<file path="config.mk">
export PLATFORM = sky130hd
export DESIGN_NAME = sensor_reading_table
export DESIGN_NICKNAME = d
export VERILOG_FILES = /design/src/rtl/core/srt_pkg.sv /design/src/rtl/core/srt_cell.sv /design/src/rtl/core/sensor_reading_table.sv
export SDC_FILE = /design/constraint.sdc
export NUM_CORES = 2
export LEC_CHECK = 0
export ABC_CLOCK_PERIOD_IN_PS = 8800
export BUFFER_PORTS_ARGS = -buffer_cell sky130_fd_sc_hd__buf_2
export CAP_MARGIN = 20
export CORE_MARGIN = 2
export CORE_UTILIZATION = 50
export DETAILED_ROUTE_END_ITERATION = 8
export PLACE_DENSITY_LB_ADDON = 0.05
export SLEW_MARGIN = 5
export SYNTH_ARGS = -nofsm -noshare
export SYNTH_HDL_FRONTEND = slang
export SYNTH_SLANG_ARGS = --single-unit
</file>
<file path="constraint.sdc">
create_clock -name aclk -period 8.8 [get_ports aclk]
set_input_delay 0.44 -clock aclk [delete_from_list [all_inputs] [get_ports aclk]]
set_output_delay 0.44 -clock aclk [all_outputs]
set_load 0.03 [all_outputs]
</file>
<file path="src/rtl/core/srt_pkg.sv">
// Shared types and codes for the sensor reading table.
// Holds mode, status, update and config codes, limit defaults and the slot, probe and update structs.
// No dependencies.
package srt_pkg;

    localparam logic [2:0] MODE_READ  = 3'd0;
    localparam logic [2:0] MODE_TICK  = 3'd1;
    localparam logic [2:0] MODE_SET   = 3'd2;
    localparam logic [2:0] MODE_CLEAR = 3'd3;
    localparam logic [2:0] MODE_QUERY = 3'd4;

    localparam logic [2:0] STAT_OK        = 3'd0;
    localparam logic [2:0] STAT_ALARM     = 3'd1;
    localparam logic [2:0] STAT_FULL      = 3'd2;
    localparam logic [2:0] STAT_NOT_FOUND = 3'd3;
    localparam logic [2:0] STAT_EMPTY     = 3'd4;

    localparam logic [2:0] OP_NONE  = 3'd0;
    localparam logic [2:0] OP_TICK  = 3'd1;
    localparam logic [2:0] OP_READ  = 3'd2;
    localparam logic [2:0] OP_SET   = 3'd3;
    localparam logic [2:0] OP_CLEAR = 3'd4;

    localparam logic [1:0] CFG_LOW_LIMIT  = 2'd0;
    localparam logic [1:0] CFG_HIGH_LIMIT = 2'd1;
    localparam logic [1:0] CFG_MISSED_CAP = 2'd2;

    localparam logic signed [7:0] LOW_LIMIT_RST  = -8'sd20;
    localparam logic signed [8:0] HIGH_LIMIT_RST = 9'sd128;
    localparam logic [7:0]        MISSED_CAP_RST = 8'd250;

    localparam logic [6:0] HUND_MAX   = 7'd99;
    localparam logic [6:0] HUND_ROUND = 7'd50;
    localparam logic [4:0] FRAC_SCALE = 5'd25;

    typedef struct packed {
        logic       valid;
        logic       ovr;
        logic       neg;
        logic [7:0] whole;
        logic [6:0] hund;
        logic [7:0] missed;
    } slot_data_t;

    typedef struct packed {
        logic       hit;
        logic       free;
        slot_data_t data;
    } probe_t;

    typedef struct packed {
        logic [2:0]  op;
        logic        alloc;
        logic [63:0] key;
        logic        neg;
        logic [7:0]  whole;
        logic [6:0]  hund;
        logic        hund_wr;
        logic [7:0]  cap;
    } upd_t;

endpackage

</file>
<file path="src/rtl/core/srt_cell.sv">
// One slot of the sensor reading table chain: holds the slot state and
// refines the probe handed on from its neighbour. Depends on srt_pkg.
module srt_cell
    import srt_pkg::*;
#(
    parameter int IDX = 0,
    parameter int IW  = 4
) (
    input  logic          aclk,
    input  logic          aresetn,
    input  logic          query,
    input  logic [63:0]   key,
    input  logic [3:0]    q,
    input  probe_t        probe_in,
    input  logic [IW-1:0] hit_idx_in,
    input  logic [IW-1:0] free_idx_in,
    output probe_t        probe_out,
    output logic [IW-1:0] hit_idx_out,
    output logic [IW-1:0] free_idx_out,
    input  upd_t          upd,
    input  logic [IW-1:0] upd_idx
);

    logic          used_reg, used_next;
    logic [63:0]   key_reg, key_next;
    slot_data_t    data_reg, data_next;
    probe_t        probe_reg, probe_next;
    logic [IW-1:0] hit_idx_reg, hit_idx_next;
    logic [IW-1:0] free_idx_reg, free_idx_next;
    logic          own_match, own_free, own_sel;

    assign own_match = query ? (32'(q) == IDX) : (used_reg && key_reg == key);
    assign own_free  = !query && !used_reg;
    assign own_sel   = (upd_idx == IW'(IDX));

    always_comb begin
        probe_next    = probe_in;
        hit_idx_next  = hit_idx_in;
        free_idx_next = free_idx_in;
        if (!probe_in.hit && own_match) begin
            probe_next.hit  = 1'b1;
            probe_next.data = data_reg;
            hit_idx_next    = IW'(IDX);
        end else if (!probe_in.hit && !probe_in.free && own_free) begin
            probe_next.free = 1'b1;
            probe_next.data = data_reg;
            free_idx_next   = IW'(IDX);
        end
    end

    always_comb begin
        used_next = used_reg;
        key_next  = key_reg;
        data_next = data_reg;
        if (upd.op == OP_TICK) begin
            if (used_reg && data_reg.missed < upd.cap) begin
                data_next.missed = data_reg.missed + 8'd1;
            end
        end else if (own_sel) begin
            if (upd.alloc) begin
                used_next = 1'b1;
                key_next  = upd.key;
            end
            case (upd.op)
                OP_READ: begin
                    data_next.valid = 1'b1;
                    if (!data_reg.ovr) begin
                        data_next.neg    = upd.neg;
                        data_next.whole  = upd.whole;
                        data_next.hund   = upd.hund;
                        data_next.missed = 8'd0;
                    end
                end
                OP_SET: begin
                    data_next.valid = 1'b1;
                    data_next.ovr   = 1'b1;
                    data_next.neg   = upd.neg;
                    data_next.whole = upd.whole;
                    if (upd.hund_wr) begin
                        data_next.hund = upd.hund;
                    end
                end
                OP_CLEAR: begin
                    data_next.valid = 1'b0;
                    data_next.ovr   = 1'b0;
                end
                default: begin
                end
            endcase
        end
    end

    always_ff @(posedge aclk) begin
        if (!aresetn) begin
            used_reg  <= 1'b0;
            data_reg  <= '0;
            probe_reg <= '0;
        end else begin
            used_reg  <= used_next;
            data_reg  <= data_next;
            probe_reg <= probe_next;
        end
    end

    always_ff @(posedge aclk) begin
        key_reg      <= key_next;
        hit_idx_reg  <= hit_idx_next;
        free_idx_reg <= free_idx_next;
    end

    assign probe_out    = probe_reg;
    assign hit_idx_out  = hit_idx_reg;
    assign free_idx_out = free_idx_reg;

endmodule

</file>
<file path="src/rtl/core/sensor_reading_table.sv">
// Sensor reading table: a chain of SLOTS cells searched by a registered probe.
// The probe walks the cell chain one cell per cycle; a new item is taken only in the
// idle state, once the previous item has passed its finish state.
// A new item is taken while a finished result still waits on the output.
// Synchronous active-low reset clears all slots and loads the limit defaults.
// Depends on srt_pkg and srt_cell.
module sensor_reading_table
    import srt_pkg::*;
#(
    parameter int SLOTS = 16
) (
    input  logic                       aclk,
    input  logic                       aresetn,
    input  logic                       cfg_valid,
    output logic                       cfg_ready,
    input  logic [1:0]                 cfg_index,
    input  logic [8:0]                 cfg_data,
    input  logic                       s_valid,
    output logic                       s_ready,
    input  logic [2:0]                 s_mode,
    input  logic [63:0]                s_sensor_id,
    input  logic [15:0]                s_raw_reading,
    input  logic signed [8:0]          s_override_whole,
    input  logic [6:0]                 s_override_fract,
    input  logic                       s_fract_given,
    input  logic [3:0]                 s_slot_index,
    output logic                       m_valid,
    input  logic                       m_ready,
    output logic [2:0]                 m_status,
    output logic [$clog2(SLOTS+1)-1:0] m_slot,
    output logic                       m_negative,
    output logic [7:0]                 m_whole,
    output logic [6:0]                 m_fract,
    output logic [8:0]                 m_rounded_whole,
    output logic [7:0]                 m_missed,
    output logic                       m_overridden,
    output logic                       m_is_set,
    output logic signed [11:0]         m_alarm_value
);

    localparam int IW  = (SLOTS > 1) ? $clog2(SLOTS) : 1;
    localparam int SLW = $clog2(SLOTS + 1);
    localparam logic [SLW-1:0] SLOT_NONE = SLW'(SLOTS);

    localparam logic [1:0] S_IDLE   = 2'd0;
    localparam logic [1:0] S_WALK   = 2'd1;
    localparam logic [1:0] S_FINISH = 2'd2;

    logic [1:0]   state_reg, state_next;
    logic [IW-1:0] cnt_reg, cnt_next;

    logic signed [7:0] low_limit_reg;
    logic signed [8:0] high_limit_reg;
    logic [7:0]        missed_cap_reg;

    logic [2:0]        mode_reg;
    logic [63:0]       id_reg;
    logic [15:0]       raw_reg;
    logic signed [8:0] ow_reg;
    logic [6:0]        of_reg;
    logic              fg_reg;
    logic [3:0]        q_reg;

    probe_t        probe_q [SLOTS];
    logic [IW-1:0] hidx_q  [SLOTS];
    logic [IW-1:0] fidx_q  [SLOTS];

    upd_t          upd;
    logic [IW-1:0] upd_idx;

    logic              s_fire, fin_fire;
    probe_t            pr;
    logic [16:0]       mag;
    logic [11:0]       whole_c;
    logic [8:0]        frac_prod;
    logic signed [12:0] val;
    logic              val_neg, in_range;
    logic signed [9:0] ow_x;
    logic [9:0]        ow_mag;
    logic [7:0]        ow_sat;
    logic [6:0]        of_sat;

    logic [2:0]        r_status;
    logic [SLW-1:0]    r_slot;
    slot_data_t        r_data;
    logic              r_show;
    logic signed [11:0] r_alarm;
    upd_t              u_c;
    logic [IW-1:0]     u_idx_c;

    logic              m_valid_reg;
    logic [2:0]        status_reg;
    logic [SLW-1:0]    slot_reg;
    slot_data_t        data_out_reg;
    logic signed [11:0] alarm_reg;

    assign cfg_ready = 1'b1;
    assign s_ready   = (state_reg == S_IDLE);
    assign s_fire    = s_valid && s_ready;
    assign fin_fire  = (state_reg == S_FINISH) && (!m_valid_reg || m_ready);

    always_comb begin
        state_next = state_reg;
        cnt_next   = cnt_reg;
        unique case (state_reg)
            S_IDLE: begin
                if (s_fire) begin
                    state_next = S_WALK;
                    cnt_next   = '0;
                end
            end
            S_WALK: begin
                if (cnt_reg == IW'(SLOTS - 1)) begin
                    state_next = S_FINISH;
                end else begin
                    cnt_next = cnt_reg + IW'(1);
                end
            end
            S_FINISH: begin
                if (fin_fire) begin
                    state_next = S_IDLE;
                end
            end
            default: begin
                state_next = S_IDLE;
            end
        endcase
    end

    always_ff @(posedge aclk) begin
        if (!aresetn) begin
            state_reg      <= S_IDLE;
            cnt_reg        <= '0;
            low_limit_reg  <= LOW_LIMIT_RST;
            high_limit_reg <= HIGH_LIMIT_RST;
            missed_cap_reg <= MISSED_CAP_RST;
        end else begin
            state_reg <= state_next;
            cnt_reg   <= cnt_next;
            if (cfg_valid && cfg_ready) begin
                unique case (cfg_index)
                    CFG_LOW_LIMIT:  low_limit_reg  <= cfg_data[7:0];
                    CFG_HIGH_LIMIT: high_limit_reg <= cfg_data;
                    CFG_MISSED_CAP: missed_cap_reg <= cfg_data[7:0];
                    default: begin
                    end
                endcase
            end
        end
    end

    always_ff @(posedge aclk) begin
        if (s_fire) begin
            mode_reg <= s_mode;
            id_reg   <= s_sensor_id;
            raw_reg  <= s_raw_reading;
            ow_reg   <= s_override_whole;
            of_reg   <= s_override_fract;
            fg_reg   <= s_fract_given;
            q_reg    <= s_slot_index;
        end
    end

    for (genvar i = 0; i < SLOTS; i++) begin : g_cell
        probe_t        p_in;
        logic [IW-1:0] h_in, f_in;
        if (i == 0) begin : g_head
            assign p_in = '0;
            assign h_in = '0;
            assign f_in = '0;
        end else begin : g_link
            assign p_in = probe_q[i-1];
            assign h_in = hidx_q[i-1];
            assign f_in = fidx_q[i-1];
        end
        srt_cell #(
            .IDX(i),
            .IW (IW)
        ) u_cell (
            .aclk        (aclk),
            .aresetn     (aresetn),
            .query       (mode_reg == MODE_QUERY),
            .key         (id_reg),
            .q           (q_reg),
            .probe_in    (p_in),
            .hit_idx_in  (h_in),
            .free_idx_in (f_in),
            .probe_out   (probe_q[i]),
            .hit_idx_out (hidx_q[i]),
            .free_idx_out(fidx_q[i]),
            .upd         (upd),
            .upd_idx     (upd_idx)
        );
    end

    assign pr = probe_q[SLOTS-1];

    assign mag       = raw_reg[15] ? (17'h10000 - {1'b0, raw_reg}) : {1'b0, raw_reg};
    assign whole_c   = mag[15:4];
    assign frac_prod = 9'(mag[3:0]) * 9'(FRAC_SCALE);
    assign val       = raw_reg[15] ? -$signed({1'b0, whole_c}) : $signed({1'b0, whole_c});
    assign val_neg   = raw_reg[15] && (whole_c != 12'd0);
    assign in_range  = !(val < 13'(low_limit_reg)) && !(val > 13'(high_limit_reg));

    assign ow_x   = 10'(ow_reg);
    assign ow_mag = ow_reg[8] ? 10'(-ow_x) : 10'(ow_x);
    assign ow_sat = (ow_mag > 10'd255) ? 8'hff : ow_mag[7:0];
    assign of_sat = (of_reg > HUND_MAX) ? HUND_MAX : of_reg;

    always_comb begin
        r_status = STAT_OK;
        r_slot   = SLOT_NONE;
        r_data   = pr.data;
        r_show   = 1'b0;
        r_alarm  = '0;
        u_c      = '0;
        u_c.key  = id_reg;
        u_c.cap  = missed_cap_reg;
        u_idx_c  = pr.hit ? hidx_q[SLOTS-1] : fidx_q[SLOTS-1];
        unique case (mode_reg)
            MODE_READ: begin
                if (!pr.hit && !pr.free) begin
                    r_status = STAT_FULL;
                end else begin
                    u_c.alloc = !pr.hit;
                    r_slot    = SLW'(u_idx_c);
                    r_show    = 1'b1;
                    if (in_range) begin
                        u_c.op    = OP_READ;
                        u_c.neg   = val_neg;
                        u_c.whole = whole_c[7:0];
                        u_c.hund  = frac_prod[8:2];
                        r_data.valid = 1'b1;
                        if (!pr.data.ovr) begin
                            r_data.neg    = val_neg;
                            r_data.whole  = whole_c[7:0];
                            r_data.hund   = frac_prod[8:2];
                            r_data.missed = 8'd0;
                        end
                    end else begin
                        r_status = STAT_ALARM;
                        r_alarm  = val[11:0];
                    end
                end
            end
            MODE_TICK: begin
                u_c.op = OP_TICK;
            end
            MODE_SET, MODE_CLEAR: begin
                if (!pr.hit) begin
                    r_status = STAT_NOT_FOUND;
                end else begin
                    r_slot = SLW'(u_idx_c);
                    r_show = 1'b1;
                    if (mode_reg == MODE_SET) begin
                        u_c.op      = OP_SET;
                        u_c.neg     = ow_reg[8];
                        u_c.whole   = ow_sat;
                        u_c.hund    = of_sat;
                        u_c.hund_wr = fg_reg;
                        r_data.valid = 1'b1;
                        r_data.ovr   = 1'b1;
                        r_data.neg   = ow_reg[8];
                        r_data.whole = ow_sat;
                        if (fg_reg) begin
                            r_data.hund = of_sat;
                        end
                    end else begin
                        u_c.op       = OP_CLEAR;
                        r_data.valid = 1'b0;
                        r_data.ovr   = 1'b0;
                    end
                end
            end
            MODE_QUERY: begin
                if (32'(q_reg) >= SLOTS || !pr.hit) begin
                    r_status = STAT_EMPTY;
                end else begin
                    r_slot = SLW'(hidx_q[SLOTS-1]);
                    if (!pr.data.valid) begin
                        r_status = STAT_EMPTY;
                    end else begin
                        r_show = 1'b1;
                    end
                end
            end
            default: begin
            end
        endcase
    end

    always_comb begin
        upd     = u_c;
        upd_idx = u_idx_c;
        if (!fin_fire) begin
            upd.op    = OP_NONE;
            upd.alloc = 1'b0;
        end
    end

    always_ff @(posedge aclk) begin
        if (!aresetn) begin
            m_valid_reg <= 1'b0;
        end else if (fin_fire) begin
            m_valid_reg <= 1'b1;
        end else if (m_ready) begin
            m_valid_reg <= 1'b0;
        end
    end

    always_ff @(posedge aclk) begin
        if (fin_fire) begin
            status_reg   <= r_status;
            slot_reg     <= r_slot;
            data_out_reg <= r_show ? r_data : '0;
            alarm_reg    <= r_alarm;
        end
    end

    assign m_valid         = m_valid_reg;
    assign m_status        = status_reg;
    assign m_slot          = slot_reg;
    assign m_negative      = data_out_reg.neg;
    assign m_whole         = data_out_reg.whole;
    assign m_fract         = data_out_reg.hund;
    assign m_rounded_whole = 9'(data_out_reg.whole) + 9'(data_out_reg.hund > HUND_ROUND);
    assign m_missed        = data_out_reg.missed;
    assign m_overridden    = data_out_reg.ovr;
    assign m_is_set        = data_out_reg.valid;
    assign m_alarm_value   = alarm_reg;

endmodule

</file>
Word level (Yosys, flattened, before mapping)

Cells that the tools add are included.

Input port bits: 120
Bits in read-only memories: 0
Latch bits: 0
Memory bits (writable): 0
Memories kept: 0
Register bits: 2195
Output and inout bits: 58
Logic and storage cells: 1014

Order comparisons: 21
Add/subtract/negate cells: 21
Shift operators: 0
Reduce and logical (&&, ||, !) cells: 284
Div/mod/pow operators: 0
$mul: 1
Multiplexer cells: 264
Bitwise gates (word level): 3
Eq/ne operators: 112

Operators by type and width:

| operator                                            | count |
|---|---|
| equality test 64 bit                                | 16 |
| case mux 16 bit (2 select lines)                    | 18 |
| two-way mux 8 bit                                   | 66 |
| two-way mux 24 bit                                  | 19 |
| two-way mux 27 bit                                  | 16 |
| two-way mux 26 bit                                  | 16 |
| AND reduction 3 bit                                 | 50 |
| adder 8 x 1 -> 8 bit, second input constant         | 16 |
| < comparator 8 bit                                  | 16 |
| two-way mux 4 bit                                   | 32 |
| AND reduction 4 bit                                 | 32 |
| logical AND 1 bit                                   | 98 |
| AND reduction 5 bit                                 | 16 |
| != test 2 bit, second input constant                | 36 |
| equality test 4 bit, second input constant          | 17 |
| two-way mux 16 bit                                  | 4 |
| two-way mux 1 bit                                   | 61 |
| logical NOT 1 bit                                   | 52 |
| nonzero test 2 bit                                  | 22 |
| two-way mux 17 bit                                  | 2 |
| != test 2 x 1 -> 1 bit, second input constant       | 17 |
| equality test 4 x 3 -> 1 bit, second input constant | 8 |
| two-way mux 7 bit                                   | 3 |
| two-way mux 18 bit                                  | 1 |
| 38 further kinds                                    | 72 |

Logic depth before layout (Yosys ltp)

Depth in word-level cells: 15
Mapped depth: 25
Mapped depth without buffers: 19

By module

From an unflattened synthesis, not the netlist that was laid out.

Cell total of the unflattened synthesis: 8163
Area total of the unflattened synthesis: 95614.2 um2

Modules (own cells, without submodules):

| module                           | sequential area each (um2) | cells each | times used | area each (um2) |
|---|---|---|---|---|
| srt_cell (g_cell[14].u_cell ...) | 3183.1                     | 462        | 4          | 5430.2 |
| srt_cell (g_cell[10].u_cell ...) | 3183.1                     | 462        | 3          | 5436.5 |
| srt_cell (g_cell[15].u_cell ...) | 3183.1                     | 463        | 2          | 5431.5 |
| srt_cell (g_cell[4].u_cell ...)  | 3183.1                     | 462        | 2          | 5376.4 |
| srt_cell (g_cell[1].u_cell ...)  | 3183.1                     | 462        | 2          | 5372.7 |
| sensor_reading_table             | 5144.9                     | 768        | 1          | 8994.9 |
| srt_cell (g_cell[11].u_cell)     | 3183.1                     | 462        | 1          | 5442.7 |
| srt_cell (g_cell[12].u_cell)     | 3183.1                     | 463        | 1          | 5437.7 |
| srt_cell (g_cell[0].u_cell)      | 3183.1                     | 462        | 1          | 5347.6 |

Least setup slack after synthesis

OpenSTA, ideal clock, no wires.

Path type: register -> register
From: reg m_valid_reg, in the netlist m_valid
To: reg g_cell[2].u_cell.key_reg[0] (enable)
Data required time: 8.312 ns
Stages on the path, launching flop included: 6
Clock period less this slack: 6.746 ns
Slack: 2.054 ns
Arrival time: 6.258 ns
Library setup time: 0.488 ns
Path buffers: 1
Cells stage by stage: dfxtp_1 -> nor2b_1 -> nor2_1 -> nand4b_1 -> clkbuf_1 -> nor2_1

Word-level cells in the longest chain between the ends: 7

Ends and longest elaborated chain:

| element                         | RTL line                    | RTL |
|---|---|---|
| start: declaration              | sensor_reading_table.sv:91  | `logic m_valid_reg;` |
| start signal: assignment        | sensor_reading_table.sv:303 | `m_valid_reg <= 1'b0;` |
| start signal: assignment        | sensor_reading_table.sv:305 | `m_valid_reg <= 1'b1;` |
| start signal: assignment        | sensor_reading_table.sv:307 | `m_valid_reg <= 1'b0;` |
| logical NOT 1 bit *             | sensor_reading_table.sv:100 | `assign fin_fire = (state_reg == S_FINISH) && (!m_valid_reg \|\| m_ready);` |
| logical OR 1 bit *              | sensor_reading_table.sv:100 |  |
| logical AND 1 bit *             | sensor_reading_table.sv:100 |  |
| via fin_fire                    | sensor_reading_table.sv:71  | `logic s_fire, fin_fire;` |
| two-way mux 4 bit *             | sensor_reading_table.sv:295 | `if (!fin_fire) begin` |
| equality test 3 x 1 -> 1 bit    | srt_cell.sv:55              | `if (upd.op == OP_TICK) begin` |
| inverter 1 bit (no line)        | --                          |  |
| AND reduction 3 bit (no line) * | --                          |  |
| end signal: assignment          | srt_cell.sv:106             | `key_reg <= key_next;` |
| end: declaration                | srt_cell.sv:25              | `logic [63:0] key_reg, key_next;` |

Mark *: on every way through the listed nets, which the timed path passes. The rest lies on a longest branch.
A chain may end at the register's enable or synchronous reset.

Final worst setup path

From: reg raw_reg[0]
To: reg g_cell[9].u_cell.data_reg[1] (netlist bit)

Word-level cells in the longest chain between the ends: 14

Ends and longest elaborated chain:

| element                                                                                        | RTL line                       | RTL |
|---|---|---|
| start: declaration                                                                             | sensor_reading_table.sv:58     | `logic [15:0] raw_reg;` |
| start signal: assignment                                                                       | sensor_reading_table.sv:156    | `raw_reg <= s_raw_reading;` |
| subtractor 1 x 16 -> 16 bit *                                                                  | sensor_reading_table.sv:198    | `assign mag = raw_reg[15] ? (17'h10000 - {1'b0, raw_reg}) : {1'b0, raw_reg};` |
| two-way mux 16 bit *                                                                           | sensor_reading_table.sv:198    |  |
| negation 12 -> 13 bit                                                                          | sensor_reading_table.sv:201    | `assign val = raw_reg[15] ? -$signed({1'b0, whole_c}) : $signed({1'b0, whole_c});` |
| two-way mux 13 bit *                                                                           | sensor_reading_table.sv:201    |  |
| via val[8]                                                                                     | sensor_reading_table.sv:76     | `logic signed [12:0] val;` |
| < comparator 13 x 8 -> 1 bit / greater-than comparator 13 x 9 -> 1 bit (equally long branches) | sensor_reading_table.sv:203    | `assign in_range = !(val < 13'(low_limit_reg)) && !(val > 13'(high_limit_reg));` |
| logical NOT 1 bit                                                                              | sensor_reading_table.sv:203    |  |
| logical AND 1 bit *                                                                            | sensor_reading_table.sv:203    |  |
| two-way mux 2 bit *                                                                            | sensor_reading_table.sv:228    | `if (in_range) begin` |
| two-way mux 3 bit *                                                                            | sensor_reading_table.sv:222    | `if (!pr.hit && !pr.free) begin` |
| case mux 3 bit (3 select lines) *                                                              | sensor_reading_table.sv:220    | `unique case (mode_reg)` |
| two-way mux 4 bit *                                                                            | sensor_reading_table.sv:295    |  |
| equality test 3 x 1 -> 1 bit / equality test 3 x 2 -> 1 bit (equally long branches)            | srt_cell.sv:55, srt_cell.sv:64 |  |
| != test 2 x 1 -> 1 bit (no line) (tied with other cells)                                       | --                             |  |
| AND reduction 4 bit (no line)                                                                  | --                             |  |
| end signal: assignment                                                                         | srt_cell.sv:100                | `data_reg <= data_next;` |
| end: declaration                                                                               | srt_cell.sv:26                 | `slot_data_t data_reg, data_next;` |

Marks and branches as above.

==> results.sh <==
export IMPL_crit_slowest_cell="o31ai_2"
export IMPL_globalRouteTotalUtil=0.2944
export IMPL_die_area_mm2=0.1848
export IMPL_start_util=0.5022
export IMPL_grt_max_degree=197
export IMPL_area_delta_synth_final_pct=14.23
export IMPL_core_mm2=0.1805
export IMPL_layout_commonest_cell="edfxtp_1"
export IMPL_htreeDepth=4
export IMPL_synth_ff_type="edfxtp_1"
export IMPL_worstSetupEndpointType="flop"
export IMPL_ys_warn_count=0
export IMPL_wl_mm=275.6
export IMPL_multiInputGateArea_mm2=0.03320
export IMPL_arrival_ns=7.44
export IMPL_p_int_w=0.01679
export IMPL_post_drt_via_cell_ratio=5.754
export IMPL_yosysUniqueCellTypes=102
export IMPL_cts_buffers_inserted=226
export IMPL_cpPeakStageDelay_ns=0.79
export IMPL_finalHoldViolCount=0
export IMPL_skew_ns=0.05911
export IMPL_cts_resized=0
export IMPL_drtIter0Drc=5273
export IMPL_seq_area_mm2=0.05547
export IMPL_crit_type="reg -> reg"
export IMPL_cp_required_ns=9.48
export IMPL_overflow=0
export IMPL_grt_antenna_before_repair=7
export IMPL_period_share=0.7682
export IMPL_rows=156
export IMPL_fp_dieH_um=429.9
export IMPL_min_delay_start="cfg_index[0]"
export IMPL_hold_buffers=117
export IMPL_dp_cells=9875
export IMPL_first_pass_iters=6
export IMPL_antenna_left=0
export IMPL_layout_drive_gt1_share=0.1063
export IMPL_path_cells="inv_1 > ha_1 > or3b_1 > o31ai_1 > xnor2_1 > nor4_4 > and4_1 > o21ai_1 > xnor2_1 > ha_1 > a21o_1 > a21oi_1 > a21oi_1 > a211oi_1 > o211a_2 > buf_4 > nand2_1 > o31ai_2 > o21ai_0"
export IMPL_netlist_area_mm2=0.09068
export IMPL_power_frac_comb=0.061
export IMPL_path_max_fanout=21
export IMPL_cts_tree="built"
export IMPL_power_switching_w=0.005030
export IMPL_status="finished clean"
export IMPL_seqPwrFrac=0.498
export IMPL_route_detailed_drc=0
export IMPL_ys_seq_area_frac=0.6118
export IMPL_fmax_mhz=147.9
export IMPL_dpl_cell_area_mm2=0.09481
export IMPL_power_w=0.02182
export IMPL_largest_reg_flops=1024
export IMPL_cp_top_family="compound AO/OA/AOI/OAI gates"
export IMPL_wl_per_cell_um=26.43
export IMPL_cts_root_buf="clkbuf_16"
export IMPL_fillCellCount=15090
export IMPL_setup_viol=0
export IMPL_vias=60010
export IMPL_max_cap_viol_count=0
export IMPL_power_density_mw_per_mm2=210.7
export IMPL_clock_sinks=2184
export IMPL_clock_latency_ns=0.88
export IMPL_final_area_mm2=0.1036
export IMPL_place_gp_congestion=0.9232
export IMPL_fin_tns_setup_ns=0
export IMPL_mostFrequentLayoutCells="edfxtp_1, dfxtp_1, nand2_1, mux2i_1, xor2_1"
export IMPL_peakVddDrop_mv=0.1658
export IMPL_synth_edf_count=1174
export IMPL_maxSlewHeadroom=0.2067
export IMPL_clkPwrFrac=0.442
export IMPL_worstMarginPinSlew_ns=1.179
export IMPL_die_x_um=429.9
export IMPL_fin_cells=10430
export IMPL_yosysTopAreaCellShare=0.3888
export IMPL_grt_pass1_vias=59010
export IMPL_synth_avg_cell_area_um2=12.11
export IMPL_startpoint="raw_reg[0]$_DFFE_PP_"
export IMPL_min_path_type="in -> reg"
export IMPL_dp_hpwl_mm=185.4
export IMPL_post_cts_buffers=0
export IMPL_ioPinCount=178
export IMPL_p_leak_nw=37.11
export IMPL_synth_fp_nets=7775
export IMPL_fin_ws_ns=2.039
export IMPL_yosysTopAreaCell="edfxtp_1"
export IMPL_place_ws_ns=2.140
export IMPL_cts_max_path_buffers=3
export IMPL_num_nets_final=8145
export IMPL_portBuffers=176
export IMPL_netlist_instances=7485
export IMPL_sw_frac_of_total=0.2305
export IMPL_grt_pass1_wl_mm=399.9
export IMPL_cp_start_kind="flop"
export IMPL_path_clk_slew_ns=0.06
export IMPL_ys_async_sr_fraction=0
export IMPL_rsz0062_at_grt="no"
export IMPL_crit_buf_inv=2
export IMPL_min_period_ns=6.761
export IMPL_drv_slew=0
export IMPL_ys_top_cells_by_area="edfxtp_1, dfxtp_1, mux2i_1"
export IMPL_timing_rr_start="raw_reg[0]$_DFFE_PP_"
export IMPL_synth_ff_latch_count=2184
final timing paths:
check | slack [ns] | endpoint | cells after the start
hold / removal | 0.1 | low_limit_reg[4]$_SDFFE_PN0P_ | 4
hold reg to reg | 0.40 | g_cell[15].u_cell.free_idx_out[1]$_DFF_P_ | 1
setup reg to reg | 2.04 | g_cell[9].u_cell.data_reg[1]$_SDFFE_PN0P_ | 19
setup / recovery | 2.04 | g_cell[9].u_cell.data_reg[1]$_SDFFE_PN0P_ | 19
routing by layer:
metal	part of all wire	global-route usage	routed length (µm)	vias up
met5	0.000091	0	25	-
met4	0.042	0.1174	11600	4
met3	0.052	0.04148	14220	540
met2	0.50	0.5148	138000	1857
met1	0.41	0.3670	111800	29980
li1	-	-	-	27630
kinds of logic (layout without fill, tap and decap cells):
| group | after synthesis | in the layout | synth area share |
|---|---|---|---|
| buffers and inverters | 538 | 1107 | 0.02464 |
| xor gates and xnor gates | 832 | 832 | 0.08036 |
| AOI/OAI and AO/OA | 911 | 911 | 0.06876 |
| other | 1 | 7 | 0.00004136 |
| and+or+nand+nor | 2222 | 2222 | 0.1216 |
| adders and majority gates | 170 | 170 | 0.02354 |
| muxes | 627 | 627 | 0.06927 |
| DFF | 2184 | 2184 | 0.6118 |
area by class of cell:
| type | instances | area share |
|---|---|---|
| diodes | 6 | 0.0001450 |
| clock inverters | 105 | 0.01080 |
| multi-input cells | 4763 | 0.3205 |
| repair buffers | 499 | 0.03617 |
| clock buffers | 322 | 0.06158 |
| well taps | 2370 | 0.02863 |
| flip-flops and latches | 2184 | 0.5355 |
| inverters | 181 | 0.006607 |
metrics by stage:
stage            util  hold slack, ns
6_report       0.5737         0.09583
3_5_place_dp   0.5251          0.3924
4_1_cts        0.5731         0.03439
3_3_place_gp   0.5248          0.3901
2_1_floorplan       -          0.3863
5_1_grt        0.5736         0.08412
tightest hold or removal path: stages:
cell	delay [ns]
buf_2	0.11
or3b_2	0.15
nand2_1	0.06
a21oi_1	0.12
cell usage after synthesis (all sizes together), types with 131 or more instances:
| library cell | instances |
|---|---|
| nand4 | 131 |
| nor2 | 306 |
| nor4 | 162 |
| xnor2 | 374 |
| inv | 173 |
| edfxtp | 1174 |
| mux2i | 623 |
| nand2 | 957 |
| dfxtp | 1010 |
| ha | 169 |
| o21ai | 141 |
| a21oi | 235 |
| buf | 148 |
| clkbuf | 209 |
| xor2 | 458 |
power by group through the flow:
stage                     Clock (W)  Sequential [W]  Combinational [W]
final                       0.00964          0.0109            0.00132
after global placement            0          0.0111            0.00125
after floorplan                   0          0.0111           0.000725
after global routing         0.0102          0.0109            0.00139
after detailed placement          0          0.0111            0.00127
after CTS                   0.00979          0.0109            0.00131
Note: power is estimated with default switching activity, not from simulation.
